$ cat src/wsd_pkg.sv
`timescale 1ns / 1ps
// ----------------------------------------------------------------------------
// WebSocket deframer package
// Shared result type and header constants for the WebSocket frame deframer.
// ----------------------------------------------------------------------------
package wsd_pkg;

    localparam logic [7:0] FIN_BIT_MASK = 8'h80;
    localparam logic [7:0] OPCODE_MASK  = 8'h0f;
    localparam logic [7:0] LEN_MASK     = 8'h7f;
    localparam logic [6:0] LEN_EXT16    = 7'd126;
    localparam logic [6:0] LEN_EXT64    = 7'd127;
    localparam logic [3:0] EXT16_BYTES  = 4'd2;
    localparam logic [3:0] EXT64_BYTES  = 4'd8;
    localparam logic [3:0] MASK_BYTES   = 4'd4;

    localparam logic KIND_HEADER  = 1'b0;
    localparam logic KIND_PAYLOAD = 1'b1;

    typedef struct packed {
        logic        kind;
        logic        fin_flag;
        logic [3:0]  frame_opcode;
        logic [63:0] payload_length;
        logic [31:0] mask_key;
        logic [7:0]  data_byte;
        logic        last;
    } t_result;

endpackage

$ cat src/wsd_parser.sv
`timescale 1ns / 1ps
// ----------------------------------------------------------------------------
// WebSocket deframer header parser
// Holds the frame state and works out the state update and the result for
// one registered byte.
// ----------------------------------------------------------------------------
module wsd_parser
    import wsd_pkg::*;
(
    input  logic    i_clk,
    input  logic    i_rst_n,
    input  logic    i_step,
    input  logic [7:0] i_byte,
    output logic    o_res_valid,
    output t_result o_res
);

    typedef enum logic [2:0] {
        PH_BYTE0   = 3'd0,
        PH_BYTE1   = 3'd1,
        PH_EXTLEN  = 3'd2,
        PH_MASK    = 3'd3,
        PH_PAYLOAD = 3'd4
    } t_phase;

    t_phase      r_phase,     n_phase;
    logic [3:0]  r_count,     n_count;
    logic        r_fin,       n_fin;
    logic [3:0]  r_opcode,    n_opcode;
    logic [6:0]  r_short,     n_short;
    logic [63:0] r_length,    n_length;
    logic [31:0] r_mask,      n_mask;
    logic [63:0] r_remaining, n_remaining;

    logic [3:0]  count_inc;
    logic [3:0]  ext_need;
    logic [63:0] rem_dec;
    logic [7:0]  len_byte;
    logic [7:0]  op_byte;

    assign count_inc = r_count + 4'd1;
    assign ext_need  = (r_short == LEN_EXT16) ? EXT16_BYTES : EXT64_BYTES;
    assign rem_dec   = r_remaining - 64'd1;
    assign len_byte  = i_byte & LEN_MASK;
    assign op_byte   = i_byte & OPCODE_MASK;

    always_comb begin
        n_phase     = r_phase;
        n_count     = r_count;
        n_fin       = r_fin;
        n_opcode    = r_opcode;
        n_short     = r_short;
        n_length    = r_length;
        n_mask      = r_mask;
        n_remaining = r_remaining;
        o_res_valid = 1'b0;
        o_res       = '0;

        case (r_phase)
            PH_BYTE1: begin
                n_short = len_byte[6:0];
                n_count = '0;
                n_mask  = '0;
                if (len_byte[6:0] == LEN_EXT16 || len_byte[6:0] == LEN_EXT64) begin
                    n_length = '0;
                    n_phase  = PH_EXTLEN;
                end else begin
                    n_length = {57'd0, len_byte[6:0]};
                    n_phase  = PH_MASK;
                end
            end
            PH_EXTLEN: begin
                n_length = {r_length[55:0], i_byte};
                n_count  = count_inc;
                if (count_inc >= ext_need) begin
                    n_count = '0;
                    n_phase = PH_MASK;
                end
            end
            PH_MASK: begin
                n_mask  = {r_mask[23:0], i_byte};
                n_count = count_inc;
                if (count_inc >= MASK_BYTES) begin
                    n_count     = '0;
                    n_remaining = r_length;
                    o_res_valid = 1'b1;
                    o_res.kind           = KIND_HEADER;
                    o_res.fin_flag       = r_fin;
                    o_res.frame_opcode   = r_opcode;
                    o_res.payload_length = r_length;
                    o_res.mask_key       = {r_mask[23:0], i_byte};
                    o_res.data_byte      = '0;
                    o_res.last           = (r_length == 64'd0);
                    n_phase = (r_length == 64'd0) ? PH_BYTE0 : PH_PAYLOAD;
                end
            end
            PH_PAYLOAD: begin
                n_remaining = rem_dec;
                o_res_valid = 1'b1;
                o_res.kind           = KIND_PAYLOAD;
                o_res.fin_flag       = r_fin;
                o_res.frame_opcode   = r_opcode;
                o_res.payload_length = r_length;
                o_res.mask_key       = r_mask;
                o_res.data_byte      = i_byte;
                o_res.last           = (rem_dec == 64'd0);
                if (rem_dec == 64'd0) begin
                    n_phase = PH_BYTE0;
                end
            end
            default: begin
                // Unused phase codes behave like the wait for byte 0.
                n_fin       = ((i_byte & FIN_BIT_MASK) == FIN_BIT_MASK);
                n_opcode    = op_byte[3:0];
                n_short     = '0;
                n_length    = '0;
                n_mask      = '0;
                n_remaining = '0;
                n_count     = '0;
                n_phase     = PH_BYTE1;
            end
        endcase
    end

    always_ff @(posedge i_clk) begin
        if (!i_rst_n) begin
            r_phase     <= PH_BYTE0;
            r_count     <= '0;
            r_fin       <= 1'b0;
            r_opcode    <= '0;
            r_short     <= '0;
            r_length    <= '0;
            r_mask      <= '0;
            r_remaining <= '0;
        end else if (i_step) begin
            r_phase     <= n_phase;
            r_count     <= n_count;
            r_fin       <= n_fin;
            r_opcode    <= n_opcode;
            r_short     <= n_short;
            r_length    <= n_length;
            r_mask      <= n_mask;
            r_remaining <= n_remaining;
        end
    end

endmodule

$ cat src/wsd_out_reg.sv
`timescale 1ns / 1ps
// ----------------------------------------------------------------------------
// WebSocket deframer result register
// Holds one result until the downstream side takes it.
// ----------------------------------------------------------------------------
module wsd_out_reg
    import wsd_pkg::*;
(
    input  logic    i_clk,
    input  logic    i_rst_n,
    input  logic    i_load,
    input  t_result i_res,
    input  logic    i_stall,
    output logic    o_ready,
    output logic    o_valid,
    output t_result o_res
);

    logic    r_valid;
    t_result r_res;

    // The register can take a new result when empty or when it is being emptied.
    assign o_ready = !r_valid || !i_stall;
    assign o_valid = r_valid;
    assign o_res   = r_res;

    always_ff @(posedge i_clk) begin
        if (!i_rst_n) begin
            r_valid <= 1'b0;
        end else if (o_ready) begin
            r_valid <= i_load;
        end
    end

    always_ff @(posedge i_clk) begin
        if (o_ready && i_load) begin
            r_res <= i_res;
        end
    end

endmodule

$ cat src/websocket_frame_deframer_core.sv
`timescale 1ns / 1ps
// ----------------------------------------------------------------------------
// WebSocket frame deframer
// Parses a received byte stream into WebSocket frame headers and raw payload.
// ----------------------------------------------------------------------------
// Each byte is taken into an input register, parsed and, if it completes a
// header or is a payload byte, written to a result register, which drives the
// outputs. One byte is accepted per clock while the result side keeps up.
// Header results carry FIN, opcode, the full decoded length and the mask key;
// payload bytes are passed through as received, without unmasking, with the
// last byte of each frame flagged. Stall on the result side reaches the input
// stall in the same cycle once both the input register and the result
// register are full.
module websocket_frame_deframer_core
    import wsd_pkg::*;
(
    input  logic        i_clk,
    input  logic        i_rst_n,
    input  logic        i_in_valid,
    output logic        o_in_stall,
    input  logic [7:0]  i_in_byte,
    output logic        o_out_valid,
    input  logic        i_out_stall,
    output logic        o_kind,
    output logic        o_fin_flag,
    output logic [3:0]  o_frame_opcode,
    output logic [63:0] o_payload_length,
    output logic [31:0] o_mask_key,
    output logic [7:0]  o_data_byte,
    output logic        o_last
);

    logic       r_in_valid;
    logic [7:0] r_in_byte;
    logic       out_ready;
    logic       step;
    logic       res_valid;
    t_result    res;
    t_result    out_res;

    assign step       = r_in_valid && out_ready;
    assign o_in_stall = r_in_valid && !out_ready;

    always_ff @(posedge i_clk) begin
        if (!i_rst_n) begin
            r_in_valid <= 1'b0;
        end else if (!o_in_stall) begin
            r_in_valid <= i_in_valid;
        end
    end

    always_ff @(posedge i_clk) begin
        if (!o_in_stall && i_in_valid) begin
            r_in_byte <= i_in_byte;
        end
    end

    wsd_parser u_parser (
        .i_clk       (i_clk),
        .i_rst_n     (i_rst_n),
        .i_step      (step),
        .i_byte      (r_in_byte),
        .o_res_valid (res_valid),
        .o_res       (res)
    );

    wsd_out_reg u_out_reg (
        .i_clk   (i_clk),
        .i_rst_n (i_rst_n),
        .i_load  (step && res_valid),
        .i_res   (res),
        .i_stall (i_out_stall),
        .o_ready (out_ready),
        .o_valid (o_out_valid),
        .o_res   (out_res)
    );

    assign o_kind           = out_res.kind;
    assign o_fin_flag       = out_res.fin_flag;
    assign o_frame_opcode   = out_res.frame_opcode;
    assign o_payload_length = out_res.payload_length;
    assign o_mask_key       = out_res.mask_key;
    assign o_data_byte      = out_res.data_byte;
    assign o_last           = out_res.last;

endmodule
$ cat config.mk
export PLATFORM = sky130hd
export DESIGN_NAME = websocket_frame_deframer_core
export DESIGN_NICKNAME = d
export VERILOG_FILES = /design/src/wsd_pkg.sv /design/src/wsd_parser.sv /design/src/wsd_out_reg.sv /design/src/websocket_frame_deframer_core.sv
export SDC_FILE = /design/constraint.sdc
export NUM_CORES = 1
export LEC_CHECK = 0
export BUFFER_PORTS_ARGS = -buffer_cell sky130_fd_sc_hd__buf_2
export CAP_MARGIN = 20
export CORE_MARGIN = 2
export CORE_UTILIZATION = 54
export CTS_CLUSTER_DIAMETER = 200
export DETAILED_ROUTE_END_ITERATION = 8
export PLACE_DENSITY_LB_ADDON = 0.08
export SYNTH_ARGS = -nofsm -noshare
export SYNTH_HDL_FRONTEND = slang
export SYNTH_SLANG_ARGS = --single-unit
$ cat constraint.sdc
create_clock -name i_clk -period 7.2 [get_ports i_clk]
set_input_delay 0.36 -clock i_clk [delete_from_list [all_inputs] [get_ports i_clk]]
set_output_delay 0.36 -clock i_clk [all_outputs]
set_load 0.1 [all_outputs]
* Word-level counts from Yosys, hierarchy flattened
Index checks and enable logic that the tools add are counted.
** Cells by class
- Eq/ne operators :: 10
- Add/sub/neg operators :: 2
- Bitwise operators :: 6
- Reduce and logical (&&, ||, !) cells :: 25
- Multiplexer cells :: 20
- Magnitude comparators :: 2
** Operators with widths (number)
- $pmux W64 S3 :: 2
- $pmux W111 S2 :: 1
- $logic_not A64 Y1 :: 2
- $mux W110 :: 1
- $mux W64 :: 1
- $pmux W32 S2 :: 1
- $sub A64 B1 Y64 const B :: 1
- $eq A7 B7 Y1 const B :: 3
- $pmux W7 S2 :: 1
- $mux W3 :: 4
- $mux W4 :: 3
- $pmux W3 S4 :: 1
- $pmux W4 S3 :: 1
- $reduce_and A2 Y1 :: 5
- $mux W7 :: 1
- $eq A3 B2 Y1 const B :: 2
- $ne A2 B1 Y1 const B :: 3
- $not A1 Y1 :: 6
- $reduce_or A2 Y1 :: 3
- $logic_and A1 B1 Y1 :: 5
- $add A4 B1 Y4 const B :: 1
- $ge A4 B3 Y1 const B :: 1
- $ge A4 B4 Y1 :: 1
- $logic_not A1 Y1 :: 4
- 9 further kinds :: 11
** Storage, ports and cells
- Register bits after elaboration :: 300
- Logic and storage cells :: 83
- Output and inout port bits :: 113
- Input port bits :: 12

* Logic depth before layout (Yosys ltp)
- Depth in word-level cells :: 6
- Gate-level depth with buffers :: 11
- Gate-level depth less buffers :: 11

* Cells and area by module
From an unflattened synthesis, not the netlist that was laid out.
** Second synthesis, totals
- Cell total of the unflattened synthesis :: 1554
- Area total of the unflattened synthesis :: 14014.7 um^2
** By module, submodules not included
- wsd_parser :: instances 1, seq. area each 3583.4 um^2, cells an instance 1424, area each 10339.9 um^2
- wsd_out_reg :: instances 1, seq. area each 3353.2 um^2, cells an instance 116, area each 3374.5 um^2
- websocket_frame_deframer_core :: instances 1, seq. area each 260.2 um^2, cells an instance 14, area each 300.3 um^2

* Worst setup path before layout
Ideal clock, no wire load.
- Path type :: register to register
- Start point :: register u_parser.r_count[0]
- End point :: register u_out_reg.r_res (netlist bit u_out_reg.o_res[0]) (enable)
- Cell stages (with the launch flop) :: 7
- Arrival time :: 6369 ps
- Setup slack :: 236 ps
- Data required time :: 6605 ps
- Library setup time :: 595 ps
- Buffers on the path :: 1
- Period minus slack after synthesis :: 6964 ps
- Path through :: dfxtp_1 -> ha_1 -> xnor2_1 -> and2_1 -> o21ai_1 -> clkbuf_1 -> nor2b_1
** Between the ends
- Word-level cells in the longest chain between the ends :: 6
** RTL lines
- start: declaration :: RTL line wsd_parser.sv:27 : logic [3:0] r_count, n_count;
- start signal: assignment :: RTL line wsd_parser.sv:137 : r_count <= n_count;
- $add A4 B1 Y4 :: RTL line wsd_parser.sv:41 : assign count_inc = r_count + 4'd1;
- $ge A4 B3 Y1 :: RTL line wsd_parser.sv:83 : if (count_inc >= MASK_BYTES) begin
- $mux W1 :: RTL line wsd_parser.sv:83
- $pmux W1 S2 :: RTL line wsd_parser.sv:59 : case (r_phase)
- $logic_and A1 B1 Y1 :: RTL line websocket_frame_deframer_core.sv:70 : .i_load (step && res_valid),
- $logic_and A1 B1 Y1 :: RTL line wsd_out_reg.sv:36 : if (o_ready && i_load) begin
- end signal: assignment :: RTL line wsd_out_reg.sv:37 : r_res <= i_res;
- end: declaration :: RTL line wsd_out_reg.sv:20 : t_result r_res;
No other way between the ends.
A chain may end at the register's enable or synchronous reset.

* Worst setup path in the final report
- Start point :: register u_parser.r_phase[2]
- End point :: register u_parser.r_length[5]
** Between the ends
- Word-level cells in the longest chain between the ends :: 4
- Elaborated cells between the ends (all ways) :: 8
- Classes of those cells :: eq/ne (4); mux (1); bitwise (1); reduce/logical (2)
** RTL lines
- start: declaration :: RTL line wsd_parser.sv:26 : t_phase r_phase, n_phase;
- start signal: assignment :: RTL line wsd_parser.sv:136 : r_phase <= n_phase;
- branches (longest 4 deep; another with $pmux W64 S3)
- end signal: assignment :: RTL line wsd_parser.sv:141 : r_length <= n_length;
- end: declaration :: RTL line wsd_parser.sv:31 : logic [63:0] r_length, n_length;
Several ways; the timed one is not identified.

==> impl_metrics.env <==
export IMPL_core_area_um2=25800
export IMPL_final_min_period_over_clock_period_pct=49.9
export IMPL_cap_viol_max_count=0
export IMPL_cts_setup_buffers=0
export IMPL_hpwl_reported_at_the_end_of_detailed_placement_mm=26.3
export IMPL_dr_pass1_iters=5
export IMPL_crit_path_max_fanout=77
export IMPL_die_width_um=166
export IMPL_yosysUniqueCellTypes=64
export IMPL_timing_fmax_ghz=0.278
export IMPL_power_density_nw_per_um2=241
export IMPL_globalRouteMet2Util_pct=44.2
export IMPL_dr_total_vias=12300
export IMPL_count_of_cells_along_the_worst_register_to_register_path=11
export IMPL_synthToLayoutAreaGrowth_pct=13.1
export IMPL_clock_latency_ns=0.59
export IMPL_grt_start_max_net_pins=99
export IMPL_ys_async_sr_fraction_pct=0
export IMPL_timing_max_transition_violations_final=0
export IMPL_yosys_area_share_xor_xnor_pct=1.87
export IMPL_period_minus_slack_ns=3.59
export IMPL_result_of_the_run="completed"
export IMPL_grt_setup_unrepaired="false"
export IMPL_antenna_violations_before_repair=0
export IMPL_nets_in_the_synthesized_netlist=1557
export IMPL_worst_hold_startpoint="i_in_valid"
export IMPL_number_of_global_route_vias_before_repair=10700
export IMPL_final_net_count=1613
export IMPL_vdd_drop_max_mv=0.171
export IMPL_share_of_cells_above_drive_strength_1_pct=14.1
export IMPL_ff2ff_setup_slack_ns=3.61
export IMPL_grtUsageTotal_pct=29.0
export IMPL_met1_usage_pct=41.9
export IMPL_post_cts_resized=0
export IMPL_detail_route_vias_per_cell=6.30
export IMPL_synth_top_cell_area_share_pct=25.7
export IMPL_drtAntennaViolNets=0
export IMPL_power_leakage_nw=5.73
export IMPL_crit_end_category="flop"
export IMPL_fin_setup_tns_ns=0
export IMPL_startpoint_type="flop"
export IMPL_critical_path_top_cell_by_count="sky130_fd_sc_hd__buf_4"
export IMPL_worstMarginPinSlew_ns=1.03
export IMPL_timing_critical_path_cells="nand2b_1 -> nand2b_2 -> buf_4 -> inv_2 -> buf_4 -> nor2_1 -> nand2_2 -> buf_4 -> a21oi_1 -> a22oi_1 -> nor2_1"
export IMPL_routed_length_per_instance_um=20.9
export IMPL_critical_path_endpoint="u_parser.r_length[5]"
export IMPL_grt_remaining_overflow=0
export IMPL_cts_root_buf="sky130_fd_sc_hd__clkbuf_16"
export IMPL_place_gp_congestion=0.966
export IMPL_adder_cell_area_share_of_the_yosys_netlist_pct=0.444
export IMPL_floorplan_initialDensity_pct=54.5
export IMPL_synth_enable_flop_cells=119
export IMPL_cp_num_buf_inv=4
export IMPL_clock_transition_at_the_registers_of_the_reported_paths_ns=0.07
export IMPL_synthTopCellsByArea="sky130_fd_sc_hd__dfxtp_1 (26%), sky130_fd_sc_hd__edfxtp_1 (25%), sky130_fd_sc_hd__a21oi_1 (5.3%)"
export IMPL_timing_final_hold_violations=0
export IMPL_critPathKind="flop to flop"
export IMPL_crit_path_start="u_parser.r_phase[2]"
export IMPL_synth_top_family_by_area="simple AND/OR/NAND/NOR gates"
export IMPL_antenna_cells=0
export IMPL_use_met3_pct=5.62
export IMPL_grt_pass1_wl_mm=62.2
export IMPL_synth_warnings=0
export IMPL_boundaryPins=125
export IMPL_worst_endpoint_required_ns=7.63
export IMPL_path_delay_family="buffers and inverters"
export IMPL_yosys_register_bits=300
export IMPL_syn_cell_area_um2=14100
export IMPL_port_buffers=124
export IMPL_sequential_cell_area_um2=7200
export IMPL_cts_inserted_buffers=31
export IMPL_cts_root_to_sink_buffers=3
export IMPL_cts_tree="built"
export IMPL_cts_hold_repair_buffers=8
export IMPL_synth_flop_cell="sky130_fd_sc_hd__dfxtp_1"
export IMPL_sequential_area_share_after_synthesis_pct=51.1
export IMPL_timing_hold_worst_class="input port to flop"
export IMPL_design_die_area_um2=27400
export IMPL_drt_drc_violations_left=0
export IMPL_number_of_fill_cells=2184
export IMPL_synth_simple_gate_area_share_pct=25.3
export IMPL_synth_commonest_cells="sky130_fd_sc_hd__dfxtp_1 (181), sky130_fd_sc_hd__nand2_1 (169), sky130_fd_sc_hd__a21oi_1 (149)"
export IMPL_postSynthCellCount=1540
export IMPL_grt_busiest_layer="met2"
export IMPL_regToRegStartpoint="u_parser.r_phase[2]"
export IMPL_yosys_cell_count_top_type="sky130_fd_sc_hd__dfxtp_1"
export IMPL_synthMuxAreaShare_pct=0.497
export IMPL_synthDominantAreaCellType="sky130_fd_sc_hd__dfxtp_1"
export IMPL_synthesis_area_per_instance_um2=9.15
export IMPL_setup_violations_final=0
export IMPL_totalWireLength_mm=40.8
export IMPL_crit_slowest_cell="sky130_fd_sc_hd__buf_4"
export IMPL_htree_levels=1
export IMPL_slew_headroom_pct=31.1
export IMPL_drt_iter0_markers=1640
export IMPL_crit_path_max_incr_delay_ns=0.72
export IMPL_cts_sinks=300
export IMPL_placement_rows=59
export IMPL_worst_clock_skew_ns=0.0181
export IMPL_cp_arrival_ns=4.02
export IMPL_cp_num_cells=11
export IMPL_die_height_um=166
export IMPL_area_occupied_by_multi_input_gates_um2=6350
export IMPL_post_route_util_pct=61.6
export IMPL_worst_r2r_endpoint="u_parser.r_length[5]"
export IMPL_synth_compound_area_share_pct=16.6
[cell type report]
class / count / share of cell area, %
repair buffers: 148 / 5.40
clock buffers: 40 / 5.40
multi-input cells: 1092 / 39.9
clock inverters: 17 / 0.927
flip-flops and latches: 300 / 45.2
well taps: 335 / 2.63
inverters: 23 / 0.558
[sequential cells by signal, summed over array words and instances, names as in the netlist]
register              flops
u_out_reg.o_res         111
u_parser.r_length        64
u_parser.r_remaining     64
u_parser.r_mask          32
r_in_byte                 8
u_parser.r_short          7
u_parser.r_count          4
u_parser.r_opcode         4
u_parser.r_phase          3
r_in_valid                1
u_out_reg.o_valid         1
u_parser.r_fin            1
[cells by family after synthesis]
family                     count (synthesis)
AOI/OAI and AO/OA                        362
xor gates and xnor gates                  30
adders and majority gates                  5
buffers and inverters                    148
DFF                                      300
muxes                                      7
and+or+nand+nor                          688
[report_power, final]
part	internal, W	switching (W)	leakage [nW]
Clock	0.000914	0.000674	0.504
Combinational	0.000141	0.000297	2.63
Sequential	0.00177	0.0000328	2.60
[cell usage in the layout (no fill, tap or decap), drive strengths merged, types with 34 or more instances in the layout]
cell type	Yosys	routed
nor3	46	46
edfxtp	119	119
o21ai	52	52
a22o	34	34
and2	80	80
nand3	117	117
nor4	60	60
buf	19	140
dfxtp	181	181
a21oi	149	149
nor2	123	123
nand2	169	169
clkbuf	106	40
[metrics by stage]
stage                     std cells  setup slack [ns]  total power (W)  hold WS [ns]  cell area, µm²
after floorplan                1540             0.236          0.00216         0.432           14100
after detailed placement       1888              3.68          0.00226         0.447           14800
after global placement         1887              3.71          0.00226         0.438           14800
final                          1955              3.61          0.00383        0.0303           15900
after global routing           1955              3.30          0.00396        0.0462           15900
after CTS                      1953              3.63          0.00384       0.00515           15900
[worst min-delay path, stage by stage]
cell and delay [ns]:
sky130_fd_sc_hd__buf_2 0.08, sky130_fd_sc_hd__nor2_1 0.04, sky130_fd_sc_hd__nor2_1 0.08
[metal layers]
| metal | share of wire, % | up-vias | routed length (µm) |
|---|---|---|---|
| met4 | 3.0 | 0 | 1210 |
| met2 | 45 | 659 | 18500 |
| met1 | 42 | 5828 | 17300 |
| li1 | - | 5743 | - |
| met3 | 9.3 | 85 | 3800 |
| met5 | 0 | - | 0 |
[how the worst min path moves through the flow]
stage,slack (ns),depth (start not counted),endpoint
after global placement,0.44,2,u_parser.r_mask[31]
after global routing,0.05,3,r_in_valid
after CTS,0.005,3,r_in_valid
after detailed placement,0.45,2,u_parser.r_mask[24]
after floorplan,0.43,2,u_parser.r_short[6]
final,0.03,3,r_in_valid
Power figures use the tool's default switching activity.
